===== src/design/pls_pkg.sv =====
// ============================================================================
// pls_pkg
// Shared types, sizes and codes for the positional list store.
// ============================================================================
package pls_pkg;

    // Capacity of the list and the widths that follow from it.
    localparam int DEPTH = 16;
    localparam int AW    = (DEPTH > 1) ? $clog2(DEPTH) : 1;
    localparam int CW    = $clog2(DEPTH + 1);
    localparam int PW    = 4;
    localparam int CMPW  = (CW > PW) ? CW : PW;

    // Command codes.
    localparam logic [2:0] OP_INS_FIRST = 3'd0;
    localparam logic [2:0] OP_INS_LAST  = 3'd1;
    localparam logic [2:0] OP_INS_AT    = 3'd2;
    localparam logic [2:0] OP_DEL_FIRST = 3'd3;
    localparam logic [2:0] OP_DEL_LAST  = 3'd4;
    localparam logic [2:0] OP_DEL_AT    = 3'd5;
    localparam logic [2:0] OP_LIST      = 3'd6;

    // Status codes.
    localparam logic [1:0] STAT_OK    = 2'd0;
    localparam logic [1:0] STAT_RANGE = 2'd1;
    localparam logic [1:0] STAT_EMPTY = 2'd2;
    localparam logic [1:0] STAT_FULL  = 2'd3;

    typedef struct packed {
        logic [2:0]         opcode;
        logic signed [31:0] value;
        logic [PW-1:0]      position;
    } cmd_beat_t;

    typedef struct packed {
        logic signed [31:0] item_value;
        logic [PW-1:0]      item_position;
        logic [4:0]         entry_count;
        logic [1:0]         status;
        logic               last;
    } result_beat_t;

    // Sequencer states.
    typedef enum logic [2:0] {
        S_IDLE,
        S_SHIFT_RD,
        S_SHIFT_WR,
        S_PUT,
        S_LIST_RD,
        S_LIST_OUT,
        S_REPLY
    } state_t;

    // Request from the sequencer to the entry memory.
    typedef struct packed {
        logic          we;
        logic [AW-1:0] waddr;
        logic [31:0]   wdata;
        logic [AW-1:0] raddr;
    } mem_req_t;

endpackage


===== src/design/positional_list_store.sv =====
// ============================================================================
// positional_list_store
// Bounded ordered list of signed 32-bit values with positional insert,
// delete and list out, kept in a small RAM and walked by a sequencer.
// ============================================================================
//
// Usage. A command beat (opcode, value, position) is taken at a rising edge
// where start is high and busy is low. Busy stays high until the command has
// finished its work; then the next command may be issued at once.
// Every command except list out answers with one result beat that carries
// the entry count after the command and a status. List out answers with one
// beat per stored entry, in order, the final one marked by last, or with a
// single empty beat when nothing is stored.
// Timing. Insert and delete move one entry at a time through the RAM's
// single read and write port, with a read state and then a write state
// for each entry; rejected and unknown commands go straight to the reply.
// List out reads each entry from the RAM and then forms its result beat.
// Each result beat is registered and appears in the cycle after it is
// formed; strobe marks it for exactly one cycle and the receiver cannot
// stall it. Reset empties the list at once; the RAM needs no clearing, as
// only entries below the count are ever read.
//
module positional_list_store
    import pls_pkg::*;
(
    input  logic         clk,
    input  logic         rst_n,
    input  logic         start,
    input  cmd_beat_t    cmd,
    output logic         busy,
    output logic         strobe,
    output result_beat_t result
);

    mem_req_t    mem_req;
    logic [31:0] mem_rdata;

    // Sequencer with the shared index unit; it owns the count and the
    // result register.
    pls_ctrl u_ctrl (
        .clk       (clk),
        .rst_n     (rst_n),
        .start     (start),
        .cmd       (cmd),
        .busy      (busy),
        .strobe    (strobe),
        .result    (result),
        .mem_req   (mem_req),
        .mem_rdata (mem_rdata)
    );

    // Entry storage: one write and one registered read per cycle.
    pls_ram #(
        .WIDTH (32),
        .DEPTH (DEPTH)
    ) u_ram (
        .clk   (clk),
        .we    (mem_req.we),
        .waddr (mem_req.waddr),
        .wdata (mem_req.wdata),
        .raddr (mem_req.raddr),
        .rdata (mem_rdata)
    );

endmodule


===== src/design/pls_ram.sv =====
// ============================================================================
// pls_ram
// Generic single write port, single read port RAM with registered read data.
// ============================================================================
module pls_ram #(
    parameter int WIDTH = 32,
    parameter int DEPTH = 16
) (
    input  logic                             clk,
    input  logic                             we,
    input  logic [$clog2(DEPTH)-1:0]         waddr,
    input  logic [WIDTH-1:0]                 wdata,
    input  logic [$clog2(DEPTH)-1:0]         raddr,
    output logic [WIDTH-1:0]                 rdata
);

    logic [WIDTH-1:0] mem_reg [DEPTH];
    logic [WIDTH-1:0] rdata_reg;

    always_ff @(posedge clk)
    begin
        if (we)
        begin
            mem_reg[waddr] <= wdata;
        end
        rdata_reg <= mem_reg[raddr];
    end

    assign rdata = rdata_reg;

endmodule


===== src/design/pls_step.sv =====
// ============================================================================
// pls_step
// Shared index unit: steps the walking index one place up or down and
// compares the new index against the walk's end point.
// ============================================================================
module pls_step
    import pls_pkg::*;
(
    input  logic [AW-1:0] cur,
    input  logic          up,
    input  logic [AW-1:0] limit,
    output logic [AW-1:0] nb,
    output logic          hit
);

    always_comb
    begin
        if (up)
        begin
            nb = cur + AW'(1);
        end
        else
        begin
            nb = cur - AW'(1);
        end
        hit = (nb == limit);
    end

endmodule


===== src/design/pls_ctrl.sv =====
// ============================================================================
// pls_ctrl
// Command sequencer: decodes a command, walks the entry memory one entry
// at a time to shift or list, and registers each result beat.
// ============================================================================
module pls_ctrl
    import pls_pkg::*;
(
    input  logic         clk,
    input  logic         rst_n,
    input  logic         start,
    input  cmd_beat_t    cmd,
    output logic         busy,
    output logic         strobe,
    output result_beat_t result,
    output mem_req_t     mem_req,
    input  logic [31:0]  mem_rdata
);

    state_t          state_reg, state_next;
    logic [CW-1:0]   count_reg, count_next;
    logic [AW-1:0]   cur_reg, cur_next;
    logic [AW-1:0]   limit_reg, limit_next;
    logic            up_reg, up_next;
    logic [31:0]     value_reg, value_next;
    logic [1:0]      status_reg, status_next;
    result_beat_t    out_reg, out_next;
    logic            strobe_reg, strobe_next;

    logic            accept;
    logic            full;
    logic            empty;
    logic            pos_ok;
    logic [AW-1:0]   pos_idx;
    logic [AW-1:0]   tail_idx;
    logic [AW-1:0]   nb;
    logic            hit;

    pls_step u_step (
        .cur   (cur_reg),
        .up    (up_reg),
        .limit (limit_reg),
        .nb    (nb),
        .hit   (hit)
    );

    assign accept   = start && (state_reg == S_IDLE);
    assign full     = (count_reg == CW'(DEPTH));
    assign empty    = (count_reg == '0);
    assign pos_ok   = (CMPW'(cmd.position) < CMPW'(count_reg));
    assign pos_idx  = AW'(cmd.position);
    assign tail_idx = AW'(count_reg - CW'(1));

    // Datapath register next values.
    always_comb
    begin
        count_next  = count_reg;
        cur_next    = cur_reg;
        limit_next  = limit_reg;
        up_next     = up_reg;
        value_next  = value_reg;
        status_next = status_reg;
        unique case (state_reg)
            S_IDLE:
            begin
                if (accept)
                begin
                    status_next = STAT_OK;
                    value_next  = cmd.value;
                    priority if (cmd.opcode == OP_INS_FIRST || cmd.opcode == OP_INS_LAST ||
                                 cmd.opcode == OP_INS_AT)
                    begin
                        // Shifting walks down from the first free slot.
                        up_next  = 1'b0;
                        cur_next = AW'(count_reg);
                        if (full)
                        begin
                            status_next = STAT_FULL;
                        end
                        else if (cmd.opcode == OP_INS_FIRST)
                        begin
                            limit_next = '0;
                        end
                        else if (cmd.opcode == OP_INS_LAST)
                        begin
                            limit_next = AW'(count_reg);
                        end
                        else if (!pos_ok)
                        begin
                            status_next = STAT_RANGE;
                        end
                        else
                        begin
                            limit_next = pos_idx;
                        end
                    end
                    else if (cmd.opcode == OP_DEL_FIRST || cmd.opcode == OP_DEL_LAST ||
                             cmd.opcode == OP_DEL_AT)
                    begin
                        // Shifting walks up from the removed slot to the tail.
                        up_next    = 1'b1;
                        limit_next = tail_idx;
                        if (empty)
                        begin
                            status_next = STAT_EMPTY;
                        end
                        else if (cmd.opcode == OP_DEL_FIRST)
                        begin
                            cur_next = '0;
                            if (tail_idx == '0)
                            begin
                                count_next = count_reg - CW'(1);
                            end
                        end
                        else if (cmd.opcode == OP_DEL_LAST)
                        begin
                            cur_next   = tail_idx;
                            count_next = count_reg - CW'(1);
                        end
                        else if (!pos_ok)
                        begin
                            status_next = STAT_RANGE;
                        end
                        else
                        begin
                            cur_next = pos_idx;
                            if (pos_idx == tail_idx)
                            begin
                                count_next = count_reg - CW'(1);
                            end
                        end
                    end
                    else if (cmd.opcode == OP_LIST)
                    begin
                        up_next    = 1'b1;
                        cur_next   = '0;
                        limit_next = tail_idx;
                        if (empty)
                        begin
                            status_next = STAT_EMPTY;
                        end
                    end
                    else
                    begin
                        status_next = STAT_OK;
                    end
                end
            end
            S_SHIFT_RD:
            begin
            end
            S_SHIFT_WR:
            begin
                cur_next = nb;
                if (hit && up_reg)
                begin
                    count_next = count_reg - CW'(1);
                end
            end
            S_PUT:
            begin
                count_next = count_reg + CW'(1);
            end
            S_LIST_RD:
            begin
            end
            S_LIST_OUT:
            begin
                cur_next = nb;
            end
            S_REPLY:
            begin
            end
            default:
            begin
            end
        endcase
    end

    // Next state.
    always_comb
    begin
        state_next = state_reg;
        unique case (state_reg)
            S_IDLE:
            begin
                if (accept)
                begin
                    state_next = S_REPLY;
                    priority if (cmd.opcode == OP_INS_FIRST || cmd.opcode == OP_INS_LAST ||
                                 cmd.opcode == OP_INS_AT)
                    begin
                        if (!full && (cmd.opcode != OP_INS_AT || pos_ok))
                        begin
                            if (cmd.opcode == OP_INS_LAST ||
                                (cmd.opcode == OP_INS_FIRST && empty) ||
                                (cmd.opcode == OP_INS_AT && pos_idx == AW'(count_reg)))
                            begin
                                state_next = S_PUT;
                            end
                            else
                            begin
                                state_next = S_SHIFT_RD;
                            end
                        end
                    end
                    else if (cmd.opcode == OP_DEL_FIRST || cmd.opcode == OP_DEL_AT)
                    begin
                        if (!empty && cmd.opcode == OP_DEL_FIRST && tail_idx != '0)
                        begin
                            state_next = S_SHIFT_RD;
                        end
                        else if (!empty && cmd.opcode == OP_DEL_AT && pos_ok &&
                                 pos_idx != tail_idx)
                        begin
                            state_next = S_SHIFT_RD;
                        end
                    end
                    else if (cmd.opcode == OP_LIST)
                    begin
                        if (!empty)
                        begin
                            state_next = S_LIST_RD;
                        end
                    end
                    else
                    begin
                        state_next = S_REPLY;
                    end
                end
            end
            S_SHIFT_RD:
            begin
                state_next = S_SHIFT_WR;
            end
            S_SHIFT_WR:
            begin
                if (!hit)
                begin
                    state_next = S_SHIFT_RD;
                end
                else if (up_reg)
                begin
                    state_next = S_REPLY;
                end
                else
                begin
                    state_next = S_PUT;
                end
            end
            S_PUT:
            begin
                state_next = S_REPLY;
            end
            S_LIST_RD:
            begin
                state_next = S_LIST_OUT;
            end
            S_LIST_OUT:
            begin
                if (cur_reg == limit_reg)
                begin
                    state_next = S_IDLE;
                end
                else
                begin
                    state_next = S_LIST_RD;
                end
            end
            S_REPLY:
            begin
                state_next = S_IDLE;
            end
            default:
            begin
                state_next = S_IDLE;
            end
        endcase
    end

    // Memory requests and result beats.
    always_comb
    begin
        mem_req.we    = 1'b0;
        mem_req.waddr = cur_reg;
        mem_req.wdata = mem_rdata;
        mem_req.raddr = cur_reg;
        out_next      = out_reg;
        strobe_next   = 1'b0;
        unique case (state_reg)
            S_IDLE:
            begin
            end
            S_SHIFT_RD:
            begin
                mem_req.raddr = nb;
            end
            S_SHIFT_WR:
            begin
                mem_req.we = 1'b1;
            end
            S_PUT:
            begin
                mem_req.we    = 1'b1;
                mem_req.waddr = limit_reg;
                mem_req.wdata = value_reg;
            end
            S_LIST_RD:
            begin
            end
            S_LIST_OUT:
            begin
                strobe_next            = 1'b1;
                out_next.item_value    = mem_rdata;
                out_next.item_position = PW'(cur_reg);
                out_next.entry_count   = 5'(count_reg);
                out_next.status        = STAT_OK;
                out_next.last          = (cur_reg == limit_reg);
            end
            S_REPLY:
            begin
                strobe_next            = 1'b1;
                out_next.item_value    = '0;
                out_next.item_position = '0;
                out_next.entry_count   = 5'(count_reg);
                out_next.status        = status_reg;
                out_next.last          = 1'b1;
            end
            default:
            begin
            end
        endcase
    end

    always_ff @(posedge clk or negedge rst_n)
    begin
        if (!rst_n)
        begin
            state_reg  <= S_IDLE;
            count_reg  <= '0;
            strobe_reg <= 1'b0;
        end
        else
        begin
            state_reg  <= state_next;
            count_reg  <= count_next;
            strobe_reg <= strobe_next;
        end
    end

    always_ff @(posedge clk)
    begin
        cur_reg    <= cur_next;
        limit_reg  <= limit_next;
        up_reg     <= up_next;
        value_reg  <= value_next;
        status_reg <= status_next;
        out_reg    <= out_next;
    end

    assign busy   = (state_reg != S_IDLE);
    assign strobe = strobe_reg;
    assign result = out_reg;

endmodule


===== config.mk =====
export PLATFORM = sky130hd
export DESIGN_NAME = positional_list_store
export DESIGN_NICKNAME = d
export VERILOG_FILES = /design/src/design/pls_pkg.sv /design/src/design/positional_list_store.sv /design/src/design/pls_ram.sv /design/src/design/pls_step.sv /design/src/design/pls_ctrl.sv
export SDC_FILE = /design/constraint.sdc
export NUM_CORES = 1
export LEC_CHECK = 0
export ABC_AREA = 0
export BUFFER_PORTS_ARGS = -buffer_cell sky130_fd_sc_hd__buf_2
export CAP_MARGIN = 20
export CORE_MARGIN = 2
export CORE_UTILIZATION = 56
export DETAILED_ROUTE_END_ITERATION = 12
export GPL_TIMING_DRIVEN = 0
export PLACE_DENSITY_LB_ADDON = 0.05
export SLEW_MARGIN = 20
export SYNTH_ARGS = -nofsm -noshare
export SYNTH_HDL_FRONTEND = slang
export SYNTH_SLANG_ARGS = --single-unit

===== constraint.sdc =====
create_clock -name clk -period 3.75 [get_ports clk]
set_clock_uncertainty 0.1 [all_clocks]
set_input_delay 0.375 -clock clk [delete_from_list [all_inputs] [get_ports clk]]
set_output_delay 0.375 -clock clk [all_outputs]
set_load 0.02 [all_outputs]

==> results list <==
- Count of different cell masters after synthesis: 59
- The worst path in the final design needs a cycle of 3.59 ns, including I/O delays and setup.
* Sequential cell area: 18900 um2
- Average vias per placed instance: 6.11
- In this run the biggest area consumer among cell types represents 71.5% of the synthesized area.
- Initial antenna violation count: 1
- Maximum fanout encountered on the critical timing path: 14
* Largest net degree at the start of global routing: 35
- Nature of the critical path startpoint: flip-flop
- Async set-reset flop share out of synthesis: 1.41%
- Core outline area: 44300 um2
- Clock Power Share: 24.5%
- In this run the clock root is driven by a clkbuf_16.
* CTS Sinks: 640
- Leakage power: 10.1 nW
- Leading register cell type out of synthesis: edfxtp_1
- The register with the most flip-flops in the layout has 512 of them.
- Headroom to the max-slew limit: 31.5%
- In the final layout, the multi-input gates occupy 6020 um2.
- Vertical die dimension: 216 um
- IR analysis of the VDD net gives a maximum drop of 0.489 mV.
* Switching fraction of total power: 32.9%
- In this run the remaining antenna-violating nets after routing total 0.
* Post-detailed-route DRC marker count: 0
* Filler cell count: 2907
* Post-Route Hold Slack: 0.0939 ns
- DR pass1 iterations: 5
- The worst setup path is captured at a flip-flop.
- The final layout contains 1511 nets.
* Number of enable-type register cells in the synthesized netlist: 599
- Ranking of synthesized cells by instance count: edfxtp_1, mux4_2, mux2i_1
- For this run, the number of standard cells in the final layout without fillers is 2103.
- Leading cell types by total area after synthesis: edfxtp_1, mux4_2, mux2i_1, dfxtp_1, mux2_2
* Instance count of the mapped netlist: 1232
- Vias in the first global route: 13.0k
- The min-delay analysis places its worst path in the category input port to asynchronous set/reset pin.
* Outcome: finished clean
- Growth of design area from synthesis to finish: 18.8%
- In the post-synthesis netlist, the cell with the most instances is edfxtp_1.
- In this run the count of I/O pins placed on the die edge is 88.
- Cell internal power was estimated by the tool at 18.5 mW.
* Horizontal die dimension: 216 um
- Setup violations remaining at the end of the flow were counted as 0.
* Final weighted congestion in routability-driven placement: 0.877
* Net Count, Synth: 1285
* Fraction of layout cells with a size suffix above 1: 30.4%
* Share of synthesized area occupied by flip-flops and latches: 74.9%
- For the pin with the worst max-slew slack, the measured transition is 1.02 ns.
- Max_cap viols: 0
- Global routing finished with a remaining overflow of 0.
- Total global-route track usage: 25.6%
- Post-synth design cell area: 25200 um2
* Clock tree from TritonCTS: done
* DRT Wirelength: 58300 um
- Average cell area after synthesis: 20.4 um2
* Type of the worst setup path: flip-flop to flip-flop
- TritonCTS Buffers: 67
* Later-pin clock latency in the skew report: 0.60 ns
* Flops & latches, synth: 640
- Data arrival time of the critical path: 3.79 ns
* Clock-pin transition on the worst setup and hold timing paths: 0.06 ns
- The count of buffers added on input and output ports is 86.
* RSZ-0062 raised after global routing: false
* FP Rows: 77
- Proportion of power drawn by combinational gates: 38.1%
- For this block, the initial DRC count from the detailed router was 1331.
* Full die area: 46700 um2
* Maximum operating frequency: 279 MHz
- Of all cell types, the one taking the most synthesized area is edfxtp_1.
- Count of final hold-check violations: 0
- Final Cycle Share: 95.6%
- 0 antenna diodes ended up in the layout.
- The share of total power dissipated in sequential elements is 37.4%.
* Tot Pwr: 27.5 mW
- PwrDens: 921 nW/um2
- For this configuration, the core starts out at a cell density of 56.8%.
- First-pass GRT wire length: 85000 um
- Number of levels in the clock H-tree: 3
- Number of slew-limit violations in the final report: 0
* Required time worst endpoint: 3.96 ns
- Vias: 12.8k
- The longest clock path from root to sink contains 3 buffers.
- During synthesis, Yosys emitted a total of 0 warnings.
- Cells fill 67.5% of the core in the end.
- HPWL after detailed placement: 36000 um
- Sw power: 9.08 mW
* Inst Count DP: 1943
- After detailed routing, the average wire length per cell comes to 27.7 um.
## placed cells by master (no fill, tap or decap), types with 11 or more instances in the layout
cell           netlist  layout
edfxtp_1           599     599
mux4_2             128     128
nor2_1              35      19
clkbuf_16            0      70
dlygate4sd3_1        0      34
nand2_1             21      21
clkbuf_8             0      11
mux2_2              33      33
nor2_4               0      16
buf_16               0      20
dfxtp_1             32      32
mux2i_1             97      97
inv_1               17      16
buf_2               31     117
clkbuf_1            15      27
o21ai_0             22      20
xnor2_1             13      13
and2_1              37      36
a21oi_1             14      14
## timing repair
action / in CTS / in global routing
gates resized for setup: 2 / 0
hold endpoints to repair: 42 / 0
buffers inserted: 0 / 4
hold buffers: 34 / 0
setup endpoints to repair: 63 / 62
pin swaps: 0 / 3
## critical path: stages, from the launching register on
cell and delay [ns]:
dfrtp_1 0.48, clkbuf_1 0.33, nand3b_1 0.21, clkbuf_1 0.41, buf_2 0.44, a31oi_1 0.40
nor2_4 0.50, buf_16 0.22, buf_16 0.18
## cell families after synthesis
| kind of cell | Yosys count | synth area share [%] |
|---|---|---|
| flops | 640 | 74.9 |
| simple gates | 147 | 3.24 |
| buf+inv | 79 | 1.71 |
| mux | 258 | 16.8 |
| compound gates | 74 | 1.95 |
| xor+xnor | 23 | 0.830 |
| fa+ha+maj | 11 | 0.577 |
## final timing paths
| path | end | start | slack, ns | depth (start not counted) |
|---|---|---|---|---|
| worst min-delay path | u_ctrl.count_reg[1]$_DFFE_PN0P_ | rst_n | 0.09 | 2 |
| worst min register to register | u_ctrl.result[6]$_DFFE_PP_ | u_ctrl.count_reg[3]$_DFFE_PN0P_ | 0.35 | 0 |
| worst max-delay path | u_ram.mem_reg[5][12]$_DFFE_PP_ | u_ctrl.state_reg[2]$_DFFE_PN0P_ | 0.16 | 8 |
| min in group clk | u_ctrl.limit_reg[3]$_DFFE_PP_ | cmd[3] | 0.09 | 3 |
| max in group asynchronous | u_ctrl.strobe$_DFF_PN0_ | rst_n | 3.27 | 2 |
| worst max register to register | u_ram.mem_reg[5][12]$_DFFE_PP_ | u_ctrl.state_reg[2]$_DFFE_PN0P_ | 0.16 | 8 |
## final cells by class
type	count	area share (%)
tap	592	2.48
clock buffer	93	6.51
buffer	61	1.21
timing repair buffer	157	5.32
multi-input combinational	513	20.1
sequential	640	63.0
clock inverter	29	1.07
inverter	18	0.234
## layer usage
| metal | wire length (um) | part of all wire, % | track usage, % |
|---|---|---|---|
| met2 | 27900 | 48 | 40.5 |
| met3 | 3670 | 6.3 | 4.83 |
| met1 | 25200 | 43 | 36.5 |
| met4 | 1520 | 2.6 | 8.38 |
| met5 | 12 | 0.021 | 0 |
## power by group through the flow
stage	Clock (mW)	Combinational [mW]	Sequential, mW
after floorplan	0	7.14	10.6
after global placement	0	10.1	10.5
after detailed placement	0	10.5	10.4
after CTS	6.84	10.6	10.3
after global routing	7.12	11.3	10.4
final	6.74	10.5	10.3
## per-stage QoR
stage	area, um2	TNS [ns]	setup WS, ns
6_report	29900	0	0.164
3_3_place_gp	26300	-1010.85	-2.26
3_5_place_dp	27300	-2.30	-0.0621
4_1_cts	29900	0	0.0872
5_1_grt	29900	0	0.000542
2_1_floorplan	25200	0	0.333
Note: power is estimated with default switching activity, not from simulation.
